--- config.mk ---
export PLATFORM = sky130hd
export DESIGN_NAME = multiwave_phase_oscillator_core_flat
export DESIGN_NICKNAME = d
export VERILOG_FILES = /design/src/rtl/mwpo_pkg.sv /design/src/rtl/mwpo_ifs.sv /design/src/rtl/multiwave_phase_oscillator_core.sv /design/src/flat_wrapper.sv
export SDC_FILE = /design/constraint.sdc
export NUM_CORES = 2
export LEC_CHECK = 0
export BUFFER_PORTS_ARGS = -buffer_cell sky130_fd_sc_hd__buf_2
export CAP_MARGIN = 40
export CORE_MARGIN = 3
export CORE_UTILIZATION = 25
export DETAILED_ROUTE_END_ITERATION = 6
export GPL_TIMING_DRIVEN = 0
export PLACE_DENSITY = 0.39
export SKIP_CTS_REPAIR_TIMING = 1
export SYNTH_ARGS = -nofsm -noshare
export SYNTH_HDL_FRONTEND = slang
export SYNTH_SLANG_ARGS = --single-unit
--- constraint.sdc ---
create_clock -name clk -period 26.2 [get_ports clk]
set_clock_uncertainty 0.15 [all_clocks]
set_input_delay 3.93 -clock clk [delete_from_list [all_inputs] [get_ports clk]]
set_output_delay 3.93 -clock clk [all_outputs]
set_load 0.02 [all_outputs]
--- src/rtl/mwpo_pkg.sv ---
// shared constants, types and sine table for the multiwave phase oscillator
package mwpo_pkg;

  localparam int SINE_TABLE_BITS = 10;
  localparam int PHASE_BITS      = 32;
  localparam int QUARTER_BITS    = SINE_TABLE_BITS - 2;
  localparam int QUARTER_LEN     = 1 << QUARTER_BITS;

  localparam int CFG_INDEX_W = 4;
  localparam int CFG_DATA_W  = 49;

  localparam int MUL_OP_W  = 33;
  localparam int MUL_OUT_W = 2 * MUL_OP_W;
  localparam int ACC_W     = 42;

  typedef enum logic [CFG_INDEX_W-1:0] {
    REG_SHAPE_SEL         = 4'd0,
    REG_DEFAULT_FREQUENCY = 4'd1,
    REG_FREQ_MULTIPLIER   = 4'd2,
    REG_DETUNE_OFFSET     = 4'd3,
    REG_OUTPUT_VOLUME     = 4'd4,
    REG_MOD_GAIN          = 4'd5,
    REG_PULSE_DUTY        = 4'd6,
    REG_STEP_SCALE        = 4'd7
  } cfg_reg_t;

  typedef enum logic [2:0] {
    SHAPE_SINE     = 3'd0,
    SHAPE_SQUARE   = 3'd1,
    SHAPE_SAW      = 3'd2,
    SHAPE_TRIANGLE = 3'd3,
    SHAPE_RAMP     = 3'd4,
    SHAPE_PULSE    = 3'd5
  } shape_t;

  localparam logic [2:0]         SHAPE_SEL_RESET    = 3'd0;
  localparam logic signed [31:0] DEFAULT_FREQ_RESET = 32'sd28835840;
  localparam logic signed [23:0] FREQ_MULT_RESET    = 24'sd65536;
  localparam logic signed [31:0] DETUNE_RESET       = 32'sd0;
  localparam logic signed [15:0] VOLUME_RESET       = 16'sd16384;
  localparam logic signed [23:0] MOD_GAIN_RESET     = 24'sd0;
  localparam logic [16:0]        PULSE_DUTY_RESET   = 17'd32768;
  localparam logic [48:0]        STEP_SCALE_RESET   = 49'd5864062014;

  localparam longint SIN_C1  = 64'sd1686629713;
  localparam longint SIN_C3  = 64'sd693598668;
  localparam longint SIN_C5  = 64'sd85569306;
  localparam longint SIN_C7  = 64'sd5026995;
  localparam longint SIN_C9  = 64'sd172272;
  localparam longint SIN_C11 = 64'sd3864;

  typedef logic [15:0] sine_quarter_t [QUARTER_LEN];

  // sin(pi/2 * t), t in q2.30, result in q15
  function automatic longint quarter_sine(longint t);
    longint t2;
    longint acc;
    longint s;
    t2  = (t * t) >>> 30;
    acc = SIN_C11;
    acc = SIN_C9 - ((acc * t2) >>> 30);
    acc = SIN_C7 - ((acc * t2) >>> 30);
    acc = SIN_C5 - ((acc * t2) >>> 30);
    acc = SIN_C3 - ((acc * t2) >>> 30);
    acc = SIN_C1 - ((acc * t2) >>> 30);
    if (acc < 0) begin
      acc = 0;
    end
    s = (acc * t) >>> 30;
    s = (s + 64'sd16384) >>> 15;
    if (s > 64'sd32768) begin
      s = 64'sd32768;
    end
    return s;
  endfunction

  function automatic sine_quarter_t build_sine_quarter();
    sine_quarter_t tbl;
    for (int j = 0; j < QUARTER_LEN; j++) begin
      tbl[j] = 16'(quarter_sine(longint'(j) <<< (32 - SINE_TABLE_BITS)));
    end
    return tbl;
  endfunction

  localparam sine_quarter_t SINE_QUARTER = build_sine_quarter();
  localparam logic [15:0]   SINE_PEAK    = 16'(quarter_sine(longint'(1) <<< 30));

endpackage

--- src/rtl/mwpo_ifs.sv ---
// valid/ready channel interfaces for item, result and configuration transfers
interface mwpo_item_if;
  logic               valid;
  logic               ready;
  logic               has_base_hz;
  logic signed [31:0] base_hz;
  logic signed [31:0] modulation_sample;

  modport source (output valid, has_base_hz, base_hz, modulation_sample,
                  input ready);
  modport sink (input valid, has_base_hz, base_hz, modulation_sample,
                output ready);
endinterface

interface mwpo_result_if;
  logic               valid;
  logic               ready;
  logic signed [17:0] sample_out;

  modport source (output valid, sample_out, input ready);
  modport sink (input valid, sample_out, output ready);
endinterface

interface mwpo_cfg_if;
  logic                                valid;
  logic                                ready;
  logic [mwpo_pkg::CFG_INDEX_W-1:0]    index;
  logic [mwpo_pkg::CFG_DATA_W-1:0]     data;

  modport source (output valid, index, data, input ready);
  modport sink (input valid, index, data, output ready);
endinterface

--- src/rtl/multiwave_phase_oscillator_core.sv ---
// multiwave phase oscillator: phase accumulator with fm and six waveforms
// Each input item gives one output sample. The block takes no new item until the last has
// passed through all its states: one shared 33x33 signed multiplier is used in turn for
// volume times wave, base times multiplier, modulation times gain and the two halves of
// frequency times step scale, with ST_SUM for the sum and clamp and ST_ADV for the phase
// advance. The sample sits in an output register, so the next item can be taken while it
// waits; the phase advance holds only while that register is still full. Configuration
// writes are always taken and must only be made while no item is in flight.
module multiwave_phase_oscillator_core (
  input  logic                  clk,
  input  logic                  rst,
  mwpo_cfg_if.sink              cfg,
  mwpo_item_if.sink             item,
  mwpo_result_if.source         result
);

  localparam int PB  = mwpo_pkg::PHASE_BITS;
  localparam int STB = mwpo_pkg::SINE_TABLE_BITS;
  localparam int QB  = mwpo_pkg::QUARTER_BITS;
  localparam int MW  = mwpo_pkg::MUL_OP_W;
  localparam int PW  = mwpo_pkg::MUL_OUT_W;
  localparam int AW  = mwpo_pkg::ACC_W;

  typedef enum logic [7:0] {
    ST_IDLE = 8'b0000_0001,
    ST_WAVE = 8'b0000_0010,
    ST_FM   = 8'b0000_0100,
    ST_MM   = 8'b0000_1000,
    ST_SUM  = 8'b0001_0000,
    ST_LO   = 8'b0010_0000,
    ST_HI   = 8'b0100_0000,
    ST_ADV  = 8'b1000_0000
  } state_t;

  state_t state, state_next;

  logic [2:0]         shape_sel;
  logic signed [31:0] default_frequency;
  logic signed [23:0] frequency_multiplier;
  logic signed [31:0] detune_offset;
  logic signed [15:0] output_volume;
  logic signed [23:0] mod_gain;
  logic [16:0]        pulse_duty;
  logic [48:0]        step_scale;

  logic [PB-1:0]      phase;
  logic signed [31:0] base;
  logic signed [31:0] modv;
  logic signed [16:0] wave;
  logic signed [PW-1:0] prod;
  logic signed [AW-1:0] acc;
  logic [31:0]        freq;
  logic [63:0]        step_lo;
  logic [17:0]        sample;
  logic               out_valid;
  logic [17:0]        out_sample;

  logic               accept;
  logic               out_free;

  // configuration
  assign cfg.ready = 1'b1;

  always_ff @(posedge clk) begin
    if (rst) begin
      shape_sel            <= mwpo_pkg::SHAPE_SEL_RESET;
      default_frequency    <= mwpo_pkg::DEFAULT_FREQ_RESET;
      frequency_multiplier <= mwpo_pkg::FREQ_MULT_RESET;
      detune_offset        <= mwpo_pkg::DETUNE_RESET;
      output_volume        <= mwpo_pkg::VOLUME_RESET;
      mod_gain             <= mwpo_pkg::MOD_GAIN_RESET;
      pulse_duty           <= mwpo_pkg::PULSE_DUTY_RESET;
      step_scale           <= mwpo_pkg::STEP_SCALE_RESET;
    end else if (cfg.valid) begin
      case (cfg.index)
        mwpo_pkg::REG_SHAPE_SEL:         shape_sel            <= cfg.data[2:0];
        mwpo_pkg::REG_DEFAULT_FREQUENCY: default_frequency    <= cfg.data[31:0];
        mwpo_pkg::REG_FREQ_MULTIPLIER:   frequency_multiplier <= cfg.data[23:0];
        mwpo_pkg::REG_DETUNE_OFFSET:     detune_offset        <= cfg.data[31:0];
        mwpo_pkg::REG_OUTPUT_VOLUME:     output_volume        <= cfg.data[15:0];
        mwpo_pkg::REG_MOD_GAIN:          mod_gain             <= cfg.data[23:0];
        mwpo_pkg::REG_PULSE_DUTY:        pulse_duty           <= cfg.data[16:0];
        mwpo_pkg::REG_STEP_SCALE:        step_scale           <= cfg.data[48:0];
        default: ;
      endcase
    end
  end

  // waveform at the current phase
  logic [PB+31:0]     phase_ext;
  logic [31:0]        p32;
  logic [STB-1:0]     k;
  logic [1:0]         quad;
  logic [QB-1:0]      r;
  logic [QB:0]        j;
  logic [15:0]        mag;
  logic [31:0]        tri_dist;
  logic signed [17:0] ramp_up;
  logic signed [17:0] tri_val;
  logic signed [16:0] wave_comb;

  always_comb begin
    phase_ext = {phase, 32'b0};
    p32       = phase_ext[PB+31 -: 32];
    k         = p32[31 -: STB];
    quad      = k[STB-1 -: 2];
    r         = k[QB-1:0];
    j         = quad[0] ? ((QB+1)'(mwpo_pkg::QUARTER_LEN) - {1'b0, r}) : {1'b0, r};
    mag       = j[QB] ? mwpo_pkg::SINE_PEAK : mwpo_pkg::SINE_QUARTER[j[QB-1:0]];
    tri_dist  = p32[31] ? (p32 - 32'h8000_0000) : (32'h8000_0000 - p32);
    ramp_up   = $signed({2'b00, p32[31:16]}) - 18'sd32768;
    tri_val   = $signed({1'b0, tri_dist[31:15]}) - 18'sd32768;
    case (shape_sel)
      mwpo_pkg::SHAPE_SINE:
        wave_comb = quad[1] ? -$signed({1'b0, mag}) : $signed({1'b0, mag});
      mwpo_pkg::SHAPE_SQUARE:
        wave_comb = (!p32[31] && (p32 != 32'd0)) ? 17'sd32768 : -17'sd32768;
      mwpo_pkg::SHAPE_SAW:
        wave_comb = ramp_up[16:0];
      mwpo_pkg::SHAPE_TRIANGLE:
        wave_comb = tri_val[16:0];
      mwpo_pkg::SHAPE_RAMP:
        wave_comb = 17'(-ramp_up);
      mwpo_pkg::SHAPE_PULSE:
        wave_comb = ({1'b0, p32} < {pulse_duty, 16'b0}) ? 17'sd32768 : -17'sd32768;
      default:
        wave_comb = 17'sd0;
    endcase
  end

  // shared multiplier operand select
  logic signed [MW-1:0] mul_a;
  logic signed [MW-1:0] mul_b;

  always_comb begin
    mul_a = '0;
    mul_b = '0;
    case (state)
      ST_WAVE: begin
        mul_a = MW'(output_volume);
        mul_b = MW'(wave);
      end
      ST_FM: begin
        mul_a = MW'(base);
        mul_b = MW'(frequency_multiplier);
      end
      ST_MM: begin
        mul_a = MW'(modv);
        mul_b = MW'(mod_gain);
      end
      ST_LO: begin
        mul_a = $signed({1'b0, freq});
        mul_b = $signed({1'b0, step_scale[31:0]});
      end
      // upper half held while the advance waits on the output register
      ST_HI, ST_ADV: begin
        mul_a = $signed({1'b0, freq});
        mul_b = $signed(MW'(step_scale[48:32]));
      end
      default: ;
    endcase
  end

  // frequency sum and clamp
  logic signed [AW-1:0] prod_hz;
  logic signed [AW-1:0] freq_sum;
  logic [31:0]          freq_next;
  logic [63:0]          step_sum;

  always_comb begin
    prod_hz  = AW'($signed(prod[55:16]));
    freq_sum = acc + prod_hz;
    if (freq_sum[AW-1]) begin
      freq_next = 32'd0;
    end else if (freq_sum[AW-2:32] != '0) begin
      freq_next = 32'hFFFF_FFFF;
    end else begin
      freq_next = freq_sum[31:0];
    end
    step_sum = step_lo + {prod[31:0], 32'b0};
  end

  assign accept   = item.valid && item.ready;
  assign out_free = !out_valid || result.ready;

  always_comb begin
    state_next = state;
    case (state)
      ST_IDLE: if (item.valid) state_next = ST_WAVE;
      ST_WAVE: state_next = ST_FM;
      ST_FM:   state_next = ST_MM;
      ST_MM:   state_next = ST_SUM;
      ST_SUM:  state_next = ST_LO;
      ST_LO:   state_next = ST_HI;
      ST_HI:   state_next = ST_ADV;
      ST_ADV:  if (out_free) state_next = ST_IDLE;
      default: state_next = ST_IDLE;
    endcase
  end

  always_ff @(posedge clk) begin
    if (rst) begin
      state     <= ST_IDLE;
      phase     <= '0;
      out_valid <= 1'b0;
    end else begin
      state <= state_next;
      if (state == ST_ADV && out_free) begin
        phase     <= phase + step_sum[63 -: PB];
        out_valid <= 1'b1;
      end else if (result.ready) begin
        out_valid <= 1'b0;
      end
    end
  end

  always_ff @(posedge clk) begin
    prod <= PW'(mul_a) * PW'(mul_b);
    if (accept) begin
      base <= item.has_base_hz ? item.base_hz : default_frequency;
      modv <= item.modulation_sample;
      wave <= wave_comb;
    end
    if (state == ST_FM) begin
      sample <= prod[31:14];
    end
    if (state == ST_MM) begin
      acc <= prod_hz + AW'(detune_offset);
    end
    if (state == ST_SUM) begin
      freq <= freq_next;
    end
    if (state == ST_HI) begin
      step_lo <= prod[63:0];
    end
    if (state == ST_ADV && out_free) begin
      out_sample <= sample;
    end
  end

  assign item.ready        = (state == ST_IDLE);
  assign result.valid      = out_valid;
  assign result.sample_out = out_sample;

  a_accept_starts: assert property (@(posedge clk) disable iff (rst)
    accept |=> state == ST_WAVE)
    else $error("item transfer did not start the sequence");

  a_phase_hold: assert property (@(posedge clk) disable iff (rst)
    state != ST_ADV |=> $stable(phase))
    else $error("phase changed outside the advance step");

  a_valid_from_adv: assert property (@(posedge clk) disable iff (rst)
    $rose(out_valid) |-> $past(state == ST_ADV))
    else $error("result appeared without an advance step");

  a_adv_waits: assert property (@(posedge clk) disable iff (rst)
    (state == ST_ADV && out_valid && !result.ready) |=> state == ST_ADV)
    else $error("left advance step while output register was full");

endmodule

--- src/flat_wrapper.sv ---
// flat-port wrapper written by rule: the top's interface ports become plain ports
module multiwave_phase_oscillator_core_flat 
  (clk, rst, cfg_valid, cfg_index, cfg_data, cfg_ready, item_valid, item_has_base_hz, item_base_hz, item_modulation_sample, item_ready, result_valid, result_sample_out, result_ready);
  mwpo_cfg_if cfg_i ();
  mwpo_item_if item_i ();
  mwpo_result_if result_i ();
  input  logic clk;
  input  logic rst;
  input wire logic [$bits(cfg_i.valid)-1:0] cfg_valid;
  input wire logic [$bits(cfg_i.index)-1:0] cfg_index;
  input wire logic [$bits(cfg_i.data)-1:0] cfg_data;
  output wire logic [$bits(cfg_i.ready)-1:0] cfg_ready;
  input wire logic [$bits(item_i.valid)-1:0] item_valid;
  input wire logic [$bits(item_i.has_base_hz)-1:0] item_has_base_hz;
  input wire logic [$bits(item_i.base_hz)-1:0] item_base_hz;
  input wire logic [$bits(item_i.modulation_sample)-1:0] item_modulation_sample;
  output wire logic [$bits(item_i.ready)-1:0] item_ready;
  output wire logic [$bits(result_i.valid)-1:0] result_valid;
  output wire logic [$bits(result_i.sample_out)-1:0] result_sample_out;
  input wire logic [$bits(result_i.ready)-1:0] result_ready;
  assign cfg_i.valid = cfg_valid;
  assign cfg_i.index = cfg_index;
  assign cfg_i.data = cfg_data;
  assign cfg_ready = cfg_i.ready;
  assign item_i.valid = item_valid;
  assign item_i.has_base_hz = item_has_base_hz;
  assign item_i.base_hz = item_base_hz;
  assign item_i.modulation_sample = item_modulation_sample;
  assign item_ready = item_i.ready;
  assign result_valid = result_i.valid;
  assign result_sample_out = result_i.sample_out;
  assign result_i.ready = result_ready;
  multiwave_phase_oscillator_core u_core (.clk(clk), .rst(rst), .cfg(cfg_i), .item(item_i), .result(result_i));
endmodule
==> flow_summary.toml <==
[place]
post-place-cells = 12000
place_congestion = 0.979
pre_cts_ws_ps = 12570
io_buffers = 137
place_hpwl_microns = 306000

[worst_setup_path]
worst_setup_path_endpoint = "u_core.prod[63]"
startpoint = "u_core.state[7]"
r2r_setup_slack_ps = 12500
r2r_end = "u_core.prod[63]"
critPathMaxStageDelay_ps = 690
path_class = "reg2reg"
cp_num_buf_inv = 11
arrival_ps = 14020
slowest_stage = "o41ai_1"
critPathMostFrequentCell = "fa_1"
crit_cells = 37
rr_worst_depth = 37
worstPathMaxFanout = 10
cp.required_ps = 26510
cp-end-kind = "flip-flop"
r2r-start = "u_core.state[7]"
start_kind = "flip-flop"
crit_family = "adder cells"

[floorplan]
io_pins = 144
core_area_sq_um = 275000
start_util_pct = 25.2
die_height_microns = 533
dieArea_sq_um = 284000
rows = 192
die_x_microns = 533

[clocking]
cts_buffers = 69
cts_max_path_buffers = 3
cts.sinks = 524
insertion_delay_ps = 680
cts_tree = "built"
cts_root_buffer = "clkbuf_16"
htree_levels = 3
path_clk_slew_ps = 60

[drt]
drt-total-wl_microns = 359000
wl_per_cell_microns = 29.6
via_per_inst = 5.01
drt_iter0_drc = 5514
vias = 60600
drt.antenna.violating_nets = 0
drc = 0
first_pass_iters = 6

[sta]
finalSetupViolations = 0
hold_viol_final = 0
fmax_ghz = 0.0730
worst_pin_slew_ps = 1070
relSlewSlack_pct = 29.0
rsz0062_at_grt = "no"
setup-tns-final_ps = 0
drv_slew = 0
fin_ws_ps = 12500
timing.final.crit_share_pct = 52.3
min_period_ps = 13700

[logic_synthesis]
synth_top_area_share_pct = 32.6
synth_area_leaders = "fa_1 33%, edfxtp_1 9.6%, dfxtp_1 8.7%"
synthArstFlopShare_pct = 0
synth.avg_cell_area_sq_um = 8.78
ys_top_cells_by_count = "1,320 x nand2_1, 1,180 x inv_1, 1,129 x fa_1, 670 x nor2_1, 476 x a21oi_1"
yosys.area.top_type = "fa_1"
synth_area_sq_um = 69300
netlist_instances = 7894
synth.most_common_cell = "nand2_1"
yosysWarnings = 0
synth_ff_type = "dfxtp_1"
ys_ff_latch = 524
yosys.cell_types.count = 100
synth_edf_count = 222
syn-num-nets = 9536
synth_seq_area_share_pct = 18.3

[power]
ir_drop_mv = 0.0553
cellLeakagePower_nw = 35.7
powerDensity_nw_per_um2 = 26.0

[run_status]
status = "completed"

[layout]
final_cells = 12100
fillers = 29700
syn_to_final_growth_pct = 15.6
drive_gt1_share_pct = 8.30
fin_nets = 9979

[run]
drv_cap = 0

[grt]
track_usage_pct = 24.9
grt_max_degree = 48
gr-total-overflow = 0
grt_pass1_wl_microns = 501000
first_global_vias = 62900
antenna_found_initial = 30

[min_path]
hold_class = "reg2reg"
whs_path_depth = 0
## metrics by stage
stage / area [sq um] / hold WS [ps] / total power, mW / utilization, %
global route: 80100 / 269 / 2.15 / 29.1
floorplan: 69300 / 236 / 0.960 / -
global placement: 74600 / 242 / 1.06 / 27.1
CTS: 80100 / 255 / 2.11 / 29.1
finish: 80100 / 255 / 2.08 / 29.2
detailed placement: 77600 / 251 / 1.06 / 28.2
## sequential cells by signal, summed over array words and instances (netlist names), 24 cells and up
signal / cells
u_core.p32: 32
u_core.mod_gain: 24
u_core.freq: 32
u_core.prod: 64
u_core.acc: 41
u_core.frequency_multiplier: 24
u_core.base: 32
u_core.step_scale: 49
u_core.modv: 32
u_core.default_frequency: 32
u_core.detune_offset: 32
u_core.step_lo: 32
## layer usage
layer  share of wire, %  global-route usage [%]  up-vias
met5              0.016                       0        -
met4                5.5                    11.4       10
met3                6.1                    4.15      534
met2                 47                    41.0     2259
met1                 42                    32.0    31300
li1                   -                       -    26500
## cell usage in the layout (no fill, tap or decap), types with 22 or more instances in the layout
cell type and instances:
nand4_1 27, xor2_1 75, nor2b_1 36, a221o_1 37
a31oi_1 85, fa_1 1128, dfxtp_1 302, a21o_1 122
nand3b_1 38, ha_1 390, buf_6 95, o21ai_0 156
or3_1 24, edfxtp_1 222, nor3_1 92, mux2i_1 25
a221oi_1 22, and3_1 37, o21a_1 38, nand2b_1 41
o22ai_1 27, buf_4 56, buf_8 78, o21bai_1 32
mux2_2 35, xnor2_1 162, inv_1 1179, o211ai_1 41
buf_1 36, clkbuf_1 357, a21oi_1 467, nor2_1 670
buf_2 209, clkbuf_16 74, nand3_1 90, nand2_1 1320
diode_2 24, a22oi_1 50, a211oi_1 38
## logic make-up after synthesis
family                   share of synthesized area (%)
AO/OA/AOI/OAI                                     13.3
XOR/XNOR                                          3.14
adder cells (fa/ha/maj)                           39.7
buffers and inverters                             9.16
flip-flops                                        18.3
multiplexers                                      1.06
other                                          0.00541
AND/OR/NAND/NOR                                   15.3
## report_power, final
part	total, mW	internal, mW	switching, mW	leakage, nW
clock	1.03	0.602	0.431	1.19
sequential	0.886	0.868	0.0184	4.40
combinational	0.161	0.0455	0.115	30.1
total	2.08	1.52	0.565	35.7
## worst min-delay path by stage
stage,start,to,slack (ps)
floorplan,u_core.prod[56],u_core.step_lo[56],240
global placement,u_core.prod[56],u_core.step_lo[56],240
detailed placement,u_core.prod[56],u_core.step_lo[56],250
CTS,u_core.sample[5],u_core.result.sample_out[5],260
global route,u_core.sample[5],u_core.result.sample_out[5],270
finish,u_core.sample[5],u_core.result.sample_out[5],260
## cell type report
cell class,count,area (sq um),share of cell area [%]
multi-input combinational,5723,50500,63.0
sequential,524,12700,15.9
tap,3686,4610,5.76
inverter,1187,4460,5.56
timing repair buffer,372,3450,4.30
clock buffer,90,1960,2.45
buffer,460,1900,2.37
clock inverter,37,508,0.634
antenna,24,60.1,0.0750
Power figures use the tool's default switching activity.
